### src/rtl/core/ptts_pkg.sv
`timescale 1ns / 1ps

package ptts_pkg;

	localparam int TASK_SLOTS = 8;
	localparam int COUNT_BITS = 16;
	localparam int IDX_W      = $clog2(TASK_SLOTS);
	localparam int SLOT_W     = 3;
	localparam int FIELD_W    = 16;
	localparam int MEM_W      = 2 * COUNT_BITS;

	typedef enum logic [1:0] {
		CMD_TICK   = 2'd0,
		CMD_ADD    = 2'd1,
		CMD_REMOVE = 2'd2,
		CMD_POLL   = 2'd3
	} cmd_t;

	typedef enum logic [1:0] {
		ST_OK      = 2'd0,
		ST_PRESENT = 2'd1,
		ST_ABSENT  = 2'd2,
		ST_NONE    = 2'd3
	} status_t;

	typedef struct packed {
		status_t            status;
		logic [SLOT_W-1:0]  task_id;
		logic               one_shot_done;
	} res_t;

endpackage

### src/rtl/core/ptts_ram.sv
`timescale 1ns / 1ps

module ptts_ram #(
	parameter int DEPTH = 8,
	parameter int WIDTH = 32
) (
	input  logic                     clk,
	input  logic                     we,
	input  logic [$clog2(DEPTH)-1:0] waddr,
	input  logic [WIDTH-1:0]         wdata,
	input  logic                     re,
	input  logic [$clog2(DEPTH)-1:0] raddr,
	output logic [WIDTH-1:0]         rdata
);

	logic [WIDTH-1:0] mem [DEPTH];

	always_ff @(posedge clk) begin
		if (we) begin
			mem[waddr] <= wdata;
		end
		if (re) begin
			rdata <= mem[raddr];
		end
	end

endmodule

### src/rtl/core/ptts_ctrl.sv
`timescale 1ns / 1ps

module ptts_ctrl (
	input  logic                                clk,
	input  logic                                arst_n,
	input  logic                                in_valid,
	output logic                                in_ready,
	input  logic [1:0]                          cmd,
	input  logic [ptts_pkg::SLOT_W-1:0]         slot,
	input  logic [ptts_pkg::FIELD_W-1:0]        period,
	input  logic [ptts_pkg::FIELD_W-1:0]        start_delay,
	output logic                                res_valid,
	input  logic                                res_ok,
	output ptts_pkg::res_t                      res,
	output logic                                mem_we,
	output logic [ptts_pkg::IDX_W-1:0]          mem_waddr,
	output logic [ptts_pkg::MEM_W-1:0]          mem_wdata,
	output logic                                mem_re,
	output logic [ptts_pkg::IDX_W-1:0]          mem_raddr,
	input  logic [ptts_pkg::MEM_W-1:0]          mem_rdata
);

	localparam int CB = ptts_pkg::COUNT_BITS;
	localparam int N  = ptts_pkg::TASK_SLOTS;
	localparam logic [ptts_pkg::IDX_W-1:0] LAST_IDX = ptts_pkg::IDX_W'(N - 1);

	typedef enum logic [2:0] {
		S_IDLE,
		S_TICK,
		S_TICK_LAST,
		S_POLL_RD,
		S_RESP
	} state_t;

	state_t                       state_q;
	logic [ptts_pkg::IDX_W-1:0]   idx_q;
	logic                         tick_vld_s1;
	logic [ptts_pkg::IDX_W-1:0]   idx_s1;
	logic [N-1:0]                 active_q;
	logic [N-1:0]                 ready_q;
	logic [ptts_pkg::IDX_W-1:0]   cursor_q;
	logic [ptts_pkg::IDX_W-1:0]   poll_idx_q;
	ptts_pkg::res_t               res_q;

	ptts_pkg::cmd_t               cmd_in;
	logic                         accept;
	logic                         slot_in_range;
	logic [ptts_pkg::IDX_W-1:0]   sidx;
	logic                         add_ok;
	logic                         hit_found;
	logic [ptts_pkg::IDX_W-1:0]   hit_idx;
	logic [CB-1:0]                cd_rd;
	logic [CB-1:0]                per_rd;
	logic [CB-1:0]                reload;
	logic [CB-1:0]                cd_next;
	logic                         tick_wr;

	assign cmd_in        = ptts_pkg::cmd_t'(cmd);
	assign in_ready      = (state_q == S_IDLE);
	assign accept        = in_valid && in_ready;
	assign slot_in_range = (int'(slot) < N);
	assign sidx          = slot[ptts_pkg::IDX_W-1:0];
	assign add_ok        = accept && (cmd_in == ptts_pkg::CMD_ADD) && slot_in_range
		&& !active_q[sidx];

	// First slot at or above the cursor that is both active and ready.
	always_comb begin
		hit_found = 1'b0;
		hit_idx   = '0;
		for (int i = N - 1; i >= 0; i--) begin
			if (active_q[i] && ready_q[i] && (i >= int'(cursor_q))) begin
				hit_found = 1'b1;
				hit_idx   = ptts_pkg::IDX_W'(i);
			end
		end
	end

	// Tick update of the entry read in the previous cycle. A one-shot
	// countdown holds at zero instead of wrapping.
	assign cd_rd   = mem_rdata[CB-1:0];
	assign per_rd  = mem_rdata[ptts_pkg::MEM_W-1:CB];
	assign reload  = (cd_rd == '0) ? per_rd : cd_rd;
	assign cd_next = (reload == '0) ? '0 : reload - CB'(1);
	assign tick_wr = tick_vld_s1 && active_q[idx_s1];

	always_comb begin
		mem_we    = 1'b0;
		mem_waddr = idx_s1;
		mem_wdata = {per_rd, cd_next};
		if (tick_wr) begin
			mem_we = 1'b1;
		end else if (add_ok) begin
			mem_we    = 1'b1;
			mem_waddr = sidx;
			mem_wdata = {period[CB-1:0], start_delay[CB-1:0]};
		end
	end

	always_comb begin
		mem_re    = 1'b0;
		mem_raddr = hit_idx;
		if (state_q == S_TICK) begin
			mem_re    = 1'b1;
			mem_raddr = idx_q;
		end else if (accept && (cmd_in == ptts_pkg::CMD_POLL) && hit_found) begin
			mem_re = 1'b1;
		end
	end

	assign res_valid = (state_q == S_RESP);
	assign res       = res_q;

	always_ff @(posedge clk or negedge arst_n) begin
		if (!arst_n) begin
			state_q     <= S_IDLE;
			idx_q       <= '0;
			tick_vld_s1 <= 1'b0;
			idx_s1      <= '0;
			active_q    <= '0;
			ready_q     <= '0;
			cursor_q    <= '0;
			poll_idx_q  <= '0;
			res_q       <= '{status: ptts_pkg::ST_OK, task_id: '0, one_shot_done: 1'b0};
		end else begin
			tick_vld_s1 <= (state_q == S_TICK);
			idx_s1      <= idx_q;
			if (tick_wr && (cd_rd == '0)) begin
				ready_q[idx_s1] <= 1'b1;
			end
			case (state_q)
				S_IDLE: begin
					if (accept) begin
						case (cmd_in)
							ptts_pkg::CMD_TICK: begin
								res_q   <= '{status: ptts_pkg::ST_OK, task_id: '0,
									one_shot_done: 1'b0};
								idx_q   <= '0;
								state_q <= S_TICK;
							end
							ptts_pkg::CMD_ADD: begin
								if (!slot_in_range) begin
									res_q <= '{status: ptts_pkg::ST_ABSENT, task_id: '0,
										one_shot_done: 1'b0};
								end else if (active_q[sidx]) begin
									res_q <= '{status: ptts_pkg::ST_PRESENT, task_id: '0,
										one_shot_done: 1'b0};
								end else begin
									res_q <= '{status: ptts_pkg::ST_OK, task_id: '0,
										one_shot_done: 1'b0};
									active_q[sidx] <= 1'b1;
									ready_q[sidx]  <= 1'b0;
								end
								state_q <= S_RESP;
							end
							ptts_pkg::CMD_REMOVE: begin
								if (!slot_in_range || !active_q[sidx]) begin
									res_q <= '{status: ptts_pkg::ST_ABSENT, task_id: '0,
										one_shot_done: 1'b0};
								end else begin
									res_q <= '{status: ptts_pkg::ST_OK, task_id: '0,
										one_shot_done: 1'b0};
									active_q[sidx] <= 1'b0;
									ready_q[sidx]  <= 1'b0;
								end
								state_q <= S_RESP;
							end
							default: begin
								if (hit_found) begin
									ready_q[hit_idx] <= 1'b0;
									cursor_q   <= (hit_idx == LAST_IDX) ? '0
										: hit_idx + ptts_pkg::IDX_W'(1);
									poll_idx_q <= hit_idx;
									res_q <= '{status: ptts_pkg::ST_OK,
										task_id: ptts_pkg::SLOT_W'(hit_idx),
										one_shot_done: 1'b0};
									state_q    <= S_POLL_RD;
								end else begin
									cursor_q <= '0;
									res_q    <= '{status: ptts_pkg::ST_NONE, task_id: '0,
										one_shot_done: 1'b0};
									state_q  <= S_RESP;
								end
							end
						endcase
					end
				end
				S_TICK: begin
					if (idx_q == LAST_IDX) begin
						state_q <= S_TICK_LAST;
					end else begin
						idx_q <= idx_q + ptts_pkg::IDX_W'(1);
					end
				end
				S_TICK_LAST: begin
					state_q <= S_RESP;
				end
				S_POLL_RD: begin
					if (per_rd == '0) begin
						active_q[poll_idx_q] <= 1'b0;
						res_q.one_shot_done  <= 1'b1;
					end
					state_q <= S_RESP;
				end
				S_RESP: begin
					if (res_ok) begin
						state_q <= S_IDLE;
					end
				end
				default: begin
					state_q <= S_IDLE;
				end
			endcase
		end
	end

endmodule

### src/rtl/core/periodic_task_tick_scheduler_top.sv
`timescale 1ns / 1ps

// Periodic task scheduler with eight task slots.
// Requests arrive on the in_valid/in_ready channel with cmd, slot, period and
// start_delay; each request yields exactly one response on out_valid/out_ready
// carrying status, task_id and one_shot_done, in request order.
// Period and countdown of every slot live in a small synchronous RAM with a
// registered read; active and ready marks are flip-flops.
// A tick walks the slots with a read-modify-write pipeline, one slot per cycle,
// and then goes through S_TICK_LAST to S_RESP, which loads its response into the
// output register.
// Add, remove and a poll that finds nothing go straight to S_RESP; a poll
// that finds a ready slot first passes S_POLL_RD (one RAM read for the period).
// One request is in progress at a time; the next is taken once the previous
// response has been loaded into the output register.
// Reset clears all active and ready marks and the poll cursor; no RAM clearing
// pass is needed: RAM data of a slot is only used after an add writes it.
// When the receiver stalls, the response holds in the output register and the
// following request completes internally, then waits until the register frees.
module periodic_task_tick_scheduler_top (
	input  logic        clk,
	input  logic        arst_n,
	input  logic        in_valid,
	output logic        in_ready,
	input  logic [1:0]  cmd,
	input  logic [2:0]  slot,
	input  logic [15:0] period,
	input  logic [15:0] start_delay,
	output logic        out_valid,
	input  logic        out_ready,
	output logic [1:0]  status,
	output logic [2:0]  task_id,
	output logic        one_shot_done
);

	logic                          res_valid;
	logic                          res_ok;
	ptts_pkg::res_t                res;
	logic                          mem_we;
	logic [ptts_pkg::IDX_W-1:0]    mem_waddr;
	logic [ptts_pkg::MEM_W-1:0]    mem_wdata;
	logic                          mem_re;
	logic [ptts_pkg::IDX_W-1:0]    mem_raddr;
	logic [ptts_pkg::MEM_W-1:0]    mem_rdata;
	logic                          out_valid_q;
	ptts_pkg::res_t                out_q;

	assign res_ok = !out_valid_q || out_ready;

	ptts_ctrl u_ctrl (
		.clk        (clk),
		.arst_n     (arst_n),
		.in_valid   (in_valid),
		.in_ready   (in_ready),
		.cmd        (cmd),
		.slot       (slot),
		.period     (period),
		.start_delay(start_delay),
		.res_valid  (res_valid),
		.res_ok     (res_ok),
		.res        (res),
		.mem_we     (mem_we),
		.mem_waddr  (mem_waddr),
		.mem_wdata  (mem_wdata),
		.mem_re     (mem_re),
		.mem_raddr  (mem_raddr),
		.mem_rdata  (mem_rdata)
	);

	ptts_ram #(
		.DEPTH(ptts_pkg::TASK_SLOTS),
		.WIDTH(ptts_pkg::MEM_W)
	) u_ram (
		.clk  (clk),
		.we   (mem_we),
		.waddr(mem_waddr),
		.wdata(mem_wdata),
		.re   (mem_re),
		.raddr(mem_raddr),
		.rdata(mem_rdata)
	);

	always_ff @(posedge clk or negedge arst_n) begin
		if (!arst_n) begin
			out_valid_q <= 1'b0;
		end else if (res_ok) begin
			out_valid_q <= res_valid;
		end
	end

	always_ff @(posedge clk) begin
		if (res_ok && res_valid) begin
			out_q <= res;
		end
	end

	assign out_valid     = out_valid_q;
	assign status        = out_q.status;
	assign task_id       = out_q.task_id;
	assign one_shot_done = out_q.one_shot_done;

endmodule

### config.mk
export PLATFORM = sky130hd
export DESIGN_NAME = periodic_task_tick_scheduler_top
export DESIGN_NICKNAME = d
export VERILOG_FILES = /design/src/rtl/core/ptts_pkg.sv /design/src/rtl/core/ptts_ram.sv /design/src/rtl/core/ptts_ctrl.sv /design/src/rtl/core/periodic_task_tick_scheduler_top.sv
export SDC_FILE = /design/constraint.sdc
export NUM_CORES = 1
export LEC_CHECK = 0
export CAP_MARGIN = 30
export CORE_ASPECT_RATIO = 1.5
export CORE_MARGIN = 3
export CORE_UTILIZATION = 55
export DETAILED_ROUTE_END_ITERATION = 8
export DONT_BUFFER_PORTS = 1
export PLACE_DENSITY = 0.7
export SYNTH_ARGS = -nofsm -noshare
export SYNTH_HDL_FRONTEND = slang
export SYNTH_SLANG_ARGS = --single-unit
### constraint.sdc
create_clock -name clk -period 13.7 [get_ports clk]
set_clock_uncertainty 0.2 [all_clocks]
set_input_delay 1.37 -clock clk [delete_from_list [all_inputs] [get_ports clk]]
set_output_delay 1.37 -clock clk [all_outputs]
set_load 0.01 [all_outputs]
==> impl_results.md, run 1 <==
* Outcome: finished clean
* Final Max Slew Viols at 0
* Critical Path AT at 4.53 ns
* Clock transition at path regs at 0.06 ns
* Post-CTS repair timing setup buffer count at 0
* Die Wd at 141 microns
* GRT Resource Usage Total at 24.9%
* Largest net degree at the start of global routing at 97
* Vias per cell at 6.54
* Sink Count at 333
* Routed vias at 10,100
* Placement Rows at 73
* P&R area growth vs syn at 9.42%
* Max IR drop VDD at 0.000133 V
* Syn Nets at 1,259
* Worst setup SP type: flip-flop
* Yosys reg bits at 333
* Clk_lat worst skew at 0.52 ns
* Hold Crit Class: reg2reg
* EDFF count, synth at 294
* Io pins at 49
* Syn_area_per_cell at 12.4 sq um
* DR WL/cell at 23.8 microns
* Unique cell type count in the Yosys netlist at 66
* Ys async rst share at 11.7%
* Main synth FF type: edfxtp_1
* Post-synthesis sequential area ratio at 65.3%
* Core area at 0.0267 sq mm
* Ranking of synthesized cells by area: edfxtp_1 (59%), dfrtp_1 (6.5%), nand2_1 (3.8%)
* CP endpoint kind: flip-flop
* Drt total wl at 36,800 microns
* Final setup violation count at 0
* Period minus WS final at 4.54 ns
* Starting Density at 56.3%
* CTS Buf Count at 34
* Max clock buf depth at 3
* H-tree Lvls at 2
* Unrepaired setup endpoints after global routing: no
* CTS tree: yes
* Power Total at 2.86 mW
* Final ANT Viol Nets at 0
* Crit path kind: reg2reg
* Leading area contributor after synthesis: edfxtp_1
* Fmax at 220 MHz
* Share of cells above drive strength 1 at 8.71%
* Die Footprint at 0.0293 sq mm
* Worst slew margin at 31.7%
* Mapped Area at 0.0150 sq mm
* Worst Max-Slew Pin Slew at 1.02 ns
* Vias in the first global route at 10,000
* Top cell type's share of synthesized area at 58.8%
* Worst hold slack at 0.250 ns
* DRC errors left at 0
* # resized after CTS at 0
* Pwr dens at 174 mW/mm^2
* Cells after synthesis at 1,208
* Port Buffer Count at 0
* Chip height at 208 microns
* Fin. Hold Viols at 0
* DR iter-0 viols at 935
* Drt pass-1 iters at 5
* Synth Warn # at 0
* CTS Hold Bufs at 0
* Fillers at 2,045
* Final TNS setup at 0 ns
* Gp weighted congestion at 0.907
* Max-cap violations at 0
* Root buf cell: clkbuf_16
* Post-DP HPWL at 21,700 microns
* First-pass GRT wire length at 56,700 microns
* Worst endpoint required time at 13.69 ns
* Crit path max fanout at 18
* Initial antenna violation count at 2
* Period utilization at 33.1%
* Total grt overflow at 0
* Util after Layout at 61.6%
* Final nets at 1,232
* P_leak at 5.57 nW
-- cells by family after synthesis --
logic type      count (synthesis)  synth area share (%)
simple gates                  329                  10.5
flops                         333                  65.3
mux                            56                  4.22
compound gates                376                  15.9
buf+inv                        95                  2.70
xor+xnor                        9                 0.525
fa+ha+maj                      10                 0.834
-- Yosys cell counts, drive strengths merged (14+ instances only) --
library cell	instances
a31oi	14
nand2	150
nor3	16
mux2	18
edfxtp	294
a221o	33
dfrtp	39
nand3	44
nor2	31
mux2i	34
a21oi	105
clkbuf	53
buf	29
or3	38
a211oi	34
o31ai	34
o21ai	114
-- state kept, by name (all words and copies together) (netlist names), 6 cells and up, named ones only --
register,cells
u_ctrl.ready_q,8
u_ctrl.res,6
u_ram.mem,256
u_ram.rdata,32
-- layout make-up --
cell class                      instances  area [sq um]  share of cell area, %
Timing Repair Buffer                   19           153                  0.930
Clock buffer                           48           967                   5.89
Sequential cell                       333          9800                   59.7
Clock inverter                         12           105                  0.640
Tap cell                              337           422                   2.57
Multi-Input combinational cell        780          4910                   29.9
Antenna cell                            2          5.00                 0.0305
Inverter                               13          48.8                  0.297
-- critical path: stages (launching register included) --
cell      delay (ns)
edfxtp_1        0.42
or4_1           0.66
nor3_4          0.31
and2_1          0.59
a21oi_1         0.18
ha_1            0.25
nand2_1         0.07
a31oi_1         0.06
nor2b_1         0.22
nand2_1         0.28
nand2b_1        0.24
o21ai_0         0.74
-- stage by stage --
stage	std cells	worst slack, ns	instance area (sq um)
floorplan	1208	7.91	15000
global placement	1480	8.92	15300
detailed placement	1482	9.02	15300
CTS	1542	9.20	16400
global route	1544	8.83	16400
finish	1544	9.16	16400
-- final timing paths --
kind                       slack (ns)                          to            start  depth (start not counted)
max                              9.16            u_ram.mem[6][13]   u_ram.rdata[0]                         11
min                              0.25            u_ctrl.idx_s1[2]  u_ctrl.idx_q[2]                          0
max reg2reg                      9.16            u_ram.mem[6][13]   u_ram.rdata[0]                         11
min reg2reg                      0.25            u_ctrl.idx_s1[2]  u_ctrl.idx_q[2]                          0
max in group asynchronous       12.87  asynchronous set/reset pin           arst_n                          0
min in group asynchronous        0.34          u_ctrl.cursor_q[0]           arst_n                          0
-- cells in the final DEF (no fill, tap or decap), drive strengths merged, types with 13 or more instances in the layout --
master    n
a21oi   105
dfrtp    39
inv      13
edfxtp  294
a211oi   34
nor3     16
nand2   150
mux2     18
clkbuf   48
mux2i    34
a221o    33
nand3    44
a31oi    14
or3      38
o31ai    34
o21ai   114
buf      19
nor2     31
-- where the power goes --
part,switching [mW],leakage (nW),total [mW],internal (mW)
registers,0.101,3.17,1.41,1.31
logic,0.377,1.87,0.558,0.181
clock network,0.365,0.527,0.895,0.530
-- layer usage --
layer | track usage [%] | part of all wire, %
met4 | 10.0 | 3.7
met1 | 30.1 | 37
met2 | 44.5 | 53
met5 | 0 | 0
met3 | 3.75 | 5.9
No activity file was read; power rests on OpenSTA's default activity.
==> run 2, diff against run 1 <==
Clock period 13.7 ns to 4.5 ns, I/O delays scaled along.
==> run 2 against run 1 <==
Net effect:
- core utilization is 0.86 points higher
- worst hold slack lost 0.21 ns
- count of clock-buffer cells in the layout is 4 lower
- worst setup slack got worse by 8.8 ns
- sequential cell count is the same
- final cell count increased by 1.0%
- register-to-register slack got worse by 8.8 ns
- fmax increased by 11%
- sequential share of layout area decreased by 0.82 points
- largest power group unchanged
==> impl_results.md, run 2 (synthesized netlist as in run 1, its figures left out) <==
* Largest registers: u_ram.mem: 256 flops, u_ram.rdata: 32 flops, u_ctrl.ready_q: 8 flops
* Share of cells above drive strength 1 at 9.81%
* Hold Crit Class: in2reg
* Dpl cells at 1,496
* Pwr dens at 525 mW/mm^2
* Final setup violation count at 0
* Total grt overflow at 0
* Top cell by count, worst path: nand2_1
* Starting Density at 56.3%
* First-pass GRT wire length at 59,300 microns
* Clock transition at path regs at 0.06 ns
* Number of flip-flops in the largest register at 256
* # resized after CTS at 0
* Largest net degree at the start of global routing at 73
* Outcome: finished clean
* Vias in the first global route at 10,300
* Final TNS setup at 0 ns
* Routed vias at 10,400
* Sink Count at 333
* Post-DP HPWL at 23,200 microns
* Crit-path cells: or4_1, nor3_4, and2_1, a21oi_1, ha_1, nand2_1, a31oi_1, nor2b_1, nand2_1, nand2b_1, o21ai_0
* Chip height at 208 microns
* DRC errors left at 0
* DR WL/cell at 24.8 microns
* Largest Register: u_ram.mem
* Drt pass-1 iters at 5
* Clk_lat worst skew at 0.52 ns
* Leading cell type in the layout, fill and taps excluded: edfxtp_1
* P_leak at 5.68 nW
* Port Buffer Count at 0
* CTS Buf Count at 34
* Core area at 0.0267 sq mm
* Final ANT Viol Nets at 0
* Post-Layout Cell Count at 1,560
* CTS tree: yes
* Die Wd at 141 microns
* Max-cap violations at 0
* Io pins at 49
* Ant diodes at 0
* Critical Path AT at 4.12 ns
* Drt total wl at 38,700 microns
* Most frequent cells in the layout: edfxtp_1 (294), nand2_1 (149), o21ai_0 (106)
* Max clock buf depth at 3
* Placement Rows at 73
* Crit path max fanout at 9
* Slowest-stage cell, CP: or4_1
* Root buf cell: clkbuf_16
* Worst Max-Slew Pin Slew at 0.913 ns
* Util after Layout at 62.4%
* Unrepaired setup endpoints after global routing: no
* Vias per cell at 6.69
* Die Footprint at 0.0293 sq mm
* Initial antenna violation count at 0
* DR iter-0 viols at 1,070
* Fmax at 244 MHz
* H-tree Lvls at 2
* Worst slew margin at 38.6%
* Period minus WS final at 4.11 ns
* Worst stage delay on the critical path at 0.68 ns
* Fin. Hold Viols at 0
* GRT Resource Usage Total at 26.1%
* Worst setup SP type: flip-flop
* CP endpoint kind: flip-flop
* Final nets at 1,254
* Crit path kind: reg2reg
* Period utilization at 91.2%
* Max IR drop VDD at 0.000355 V
* Final Max Slew Viols at 0
* Gp weighted congestion at 0.925
* P&R area growth vs syn at 10.9%
* R2r setup slk at 0.39 ns
* Fillers at 2,024
* Worst endpoint required time at 4.51 ns
==> run 2: changes by cell type in the layout (fill, tap and decap cells not counted), sizes merged, moves of 2 or more <==
cell / before / now
buf: 19 / 34
dlygate4sd3: 0 / 7
clkbuf: 48 / 44
diode: 2 / 0
inv: 13 / 15
==> run 2: final timing paths <==
path | endpoint | from | cells after the start
max | u_ram.mem[0][13] | u_ram.rdata[1] | 11
min | flip-flop | slot[2] | 3
max reg2reg | u_ram.mem[0][13] | u_ram.rdata[1] | 11
min reg2reg | one_shot_done | u_ctrl.res[0] | 0
max in group asynchronous | asynchronous set/reset pin | arst_n | 2
min in group asynchronous | out_valid | arst_n | 2
==> run 2: report_power, final <==
group	internal, mW	switching (mW)
clock network	1.52	1.12
registers	3.98	0.308
logic	0.605	1.21
==> run 2: layout make-up <==
class	instances	area, sq um	area share [%]
clock buffer	44	940	5.64
clock inverter	12	86.3	0.519
inverter	13	48.8	0.293
multi-input combinational	780	4910	29.5
sequential	333	9800	58.9
tap	337	422	2.53
timing repair buffer	41	433	2.60
==> run 2: metrics by stage <==
step | hold WS (ns) | setup WS (ns) | area, sq um | power, mW
finish | 0.0423 | 0.394 | 16600 | 8.74
global route | 0.0484 | 0.134 | 16600 | 9.09
CTS | 0.0133 | 0.416 | 16600 | 8.77
detailed placement | -0.0443 | 0.443 | 15500 | 6.12
global placement | -0.0443 | 0.621 | 15500 | 6.05
floorplan | -0.0456 | 0.210 | 15000 | 5.47
==> run 2: critical path: cells and delay by family (launching register included) <==
family | cells | cell delay, ns
AND/OR/NAND/NOR | 7 | 2.12
AO/OA/AOI/OAI | 3 | 0.83
flip-flops | 1 | 0.40
adder cells (fa/ha/maj) | 1 | 0.25
==> run 2: layer usage <==
| metal | global-route usage [%] | vias to the layer above | share of wire [%] |
|---|---|---|---|
| li1 | - | 4656 | - |
| met1 | 32.7 | 5251 | 38 |
| met2 | 45.3 | 433 | 51 |
| met3 | 3.95 | 96 | 6.5 |
| met4 | 10.8 | 0 | 4.0 |
| met5 | 0 | - | 0 |
==> run 2: timing repair <==
action                    in CTS  in global routing
setup buffers                  0                  0
hold buffers                   8                  0
hold endpoints to repair      49                  0
==> run 3, diff against run 2 <==
Settings changed: CTS_BUF_LIST from default to sky130_fd_sc_hd__clkbuf_16, PLACE_DENSITY 0.7 to 0.78.
==> run 3 against run 2 <==
Net effect:
- final cell count fell by 0.13%
- cell area rose by 0.17%
- combinational power fell by 2%
- routed wire length fell by 1.5%
- register-to-register slack got worse by 0.07 ns
- critical path depth did not move
- largest power group unchanged
- non-clock buffer count fell by 8
- sequential power barely moved
- worst hold slack got worse by 0.013 ns
- count of clock-buffer cells in the layout fell by 9
- die area did not move
- core utilization rose by 0.10 points
==> impl_results.md, run 3 (synthesized netlist as in run 1, its figures left out) <==
* GRT Resource Usage Total at 25.4%
* Worst stage delay on the critical path at 0.68 ns
* CTS tree: yes
* Max-cap violations at 0
* # resized after CTS at 0
* Gp weighted congestion at 0.950
* Fmax at 240 MHz
* Die Wd at 141 microns
* Share of cells above drive strength 1 at 9.52%
* Crit-path cells: or4_1, nor3_4, and2_1, a21oi_1, ha_1, nand2_1, a31oi_1, nor2b_1, nand2_1, nand2b_1, o21ai_0
* Leading cell type in the layout, fill and taps excluded: edfxtp_1
* Unrepaired setup endpoints after global routing: no
* Vias in the first global route at 10,200
* Slowest-stage cell, CP: or4_1
* Placement Rows at 73
* Final TNS setup at 0 ns
* Number of flip-flops in the largest register at 256
* Pwr dens at 533 mW/mm^2
* Port Buffer Count at 0
* Worst Max-Slew Pin Slew at 0.931 ns
* First-pass GRT wire length at 57,600 microns
* Period minus WS final at 4.18 ns
* Worst slew margin at 37.6%
* Fillers at 2,018
* Root buf cell: clkbuf_16
* Crit path kind: reg2reg
* CP endpoint kind: flip-flop
* Final setup violation count at 0
* Largest net degree at the start of global routing at 97
* P&R area growth vs syn at 11.1%
* Clk pwr share at 31.9%
* Fin. Hold Viols at 0
* Pre-CTS setup slack at 0.395 ns
* Critical Path AT at 4.18 ns
* Final nets at 1,246
* Comb pwr share at 19.9%
* P_leak at 5.71 nW
* Largest Register: u_ram.mem
* Final ANT Viol Nets at 0
* Vias per cell at 6.66
* P_int at 6.26 mW
* Worst setup SP type: flip-flop
* Largest registers: u_ram.mem: 256 flops, u_ram.rdata: 32 flops, u_ctrl.ready_q: 8 flops
* Psw at 2.63 mW
* Post-DP HPWL at 22,500 microns
* Max IR drop VDD at 0.000429 V
* Worst hold slack at 0.0295 ns
* DR WL/cell at 24.5 microns
* Final worst setup slack at 0.325 ns
* CP delay by family, top: simple AND/OR/NAND/NOR gates
* Routed vias at 10,400
* Most frequent cells in the layout: edfxtp_1 (294), nand2_1 (149), o21ai_0 (106)
* Outcome: finished clean
* Crit path max fanout at 9
* WP buf/inv at 0
* Worst endpoint required time at 4.51 ns
* DRC errors left at 0
* Top cell by count, worst path: nand2_1
* Drt pass-1 iters at 5
* Sink Count at 333
* Initial antenna violation count at 2
* Max clock buf depth at 3
* Total grt overflow at 0
* Final Max Slew Viols at 0
* Die Footprint at 0.0293 sq mm
* Switching portion of total power at 29.6%
* Period utilization at 92.8%
* Io pins at 49
* H-tree Lvls at 2
* Starting Density at 56.3%
* Seq pwr share at 48.2%
* Chip height at 208 microns
* Drt total wl at 38,100 microns
* CTS Buf Count at 34
* Hold Crit Class: in2reg
* Clock transition at path regs at 0.06 ns
* DR iter-0 viols at 918
* Core area at 0.0267 sq mm
* Post-CTS repair timing setup buffer count at 0
* Clk_lat worst skew at 0.52 ns
## run 3: cell count changes in the layout (fill, tap and decap cells not counted), sizes merged
cell      before  now
clkbuf        44   35
inv           15   24
buf           34   26
bufinv         1    5
clkinv         9    6
diode          0    3
clkinvlp       0    2
## run 3: path summary, 6_finish.rpt
kind                                      start                    endpoint  slack [ns]  depth (start not counted)
worst max-delay path             u_ram.rdata[1]            u_ram.mem[5][12]        0.32                         11
worst min-delay path                    slot[2]                   flip-flop        0.03                          3
worst max register to register   u_ram.rdata[1]            u_ram.mem[5][12]        0.32                         11
worst min register to register  u_ctrl.idx_q[2]            u_ctrl.idx_s1[2]        0.26                          0
max in group asynchronous                arst_n  asynchronous set/reset pin        3.70                          2
min in group asynchronous                arst_n               u_ctrl.res[4]        0.19                          2
## run 3: per-layer routing
metal	GRT usage [%]	up-vias	part of all wire [%]
li1	-	4654	-
met1	31.2	5094	37
met2	43.4	521	51
met3	4.05	105	7.7
met4	12.9	0	4.5
met5	0	-	0
## run 3: power groups by stage
| stage | clock network, mW | logic [mW] | registers [mW] |
|---|---|---|---|
| after detailed placement | 0 | 1.72 | 4.34 |
| after floorplan | 0 | 1.28 | 4.19 |
| after global routing | 2.99 | 1.93 | 4.31 |
| after global placement | 0 | 1.67 | 4.33 |
| final | 2.83 | 1.77 | 4.29 |
| after CTS | 2.86 | 1.75 | 4.28 |
## run 3: worst reg2reg max path, stage by stage (launching register included)
cell and delay [ns]:
edfxtp_1 0.42, or4_1 0.68, nor3_4 0.30, and2_1 0.30, a21oi_1 0.13, ha_1 0.25
nand2_1 0.08, a31oi_1 0.07, nor2b_1 0.21, nand2_1 0.28, nand2b_1 0.27, o21ai_0 0.68
## run 3: what timing repair did
action                     4_1_cts  5_1_grt
setup endpoints to repair        0        0
hold buffers                     8        0
hold endpoints to repair        49        0
## run 3: cell type report
cell class	count	area, sq um	area share [%]
clock buffers	35	876	5.25
flip-flops and latches	333	9800	58.8
inverters	13	48.8	0.293
diodes	3	7.51	0.0450
multi-input cells	780	4910	29.5
repair buffers	33	353	2.12
clock inverters	24	250	1.50
well taps	337	422	2.53
## run 3: per-stage QoR
step                      power (mW)  cell area [sq um]  util, %  cells
after global placement          6.00              15500     57.9   1488
final                           8.89              16700     62.5   1558
after CTS                       8.90              16700     62.5   1555
after detailed placement        6.06              15500     57.9   1488
after floorplan                 5.47              15000        -   1208
after global routing            9.22              16700     62.5   1557
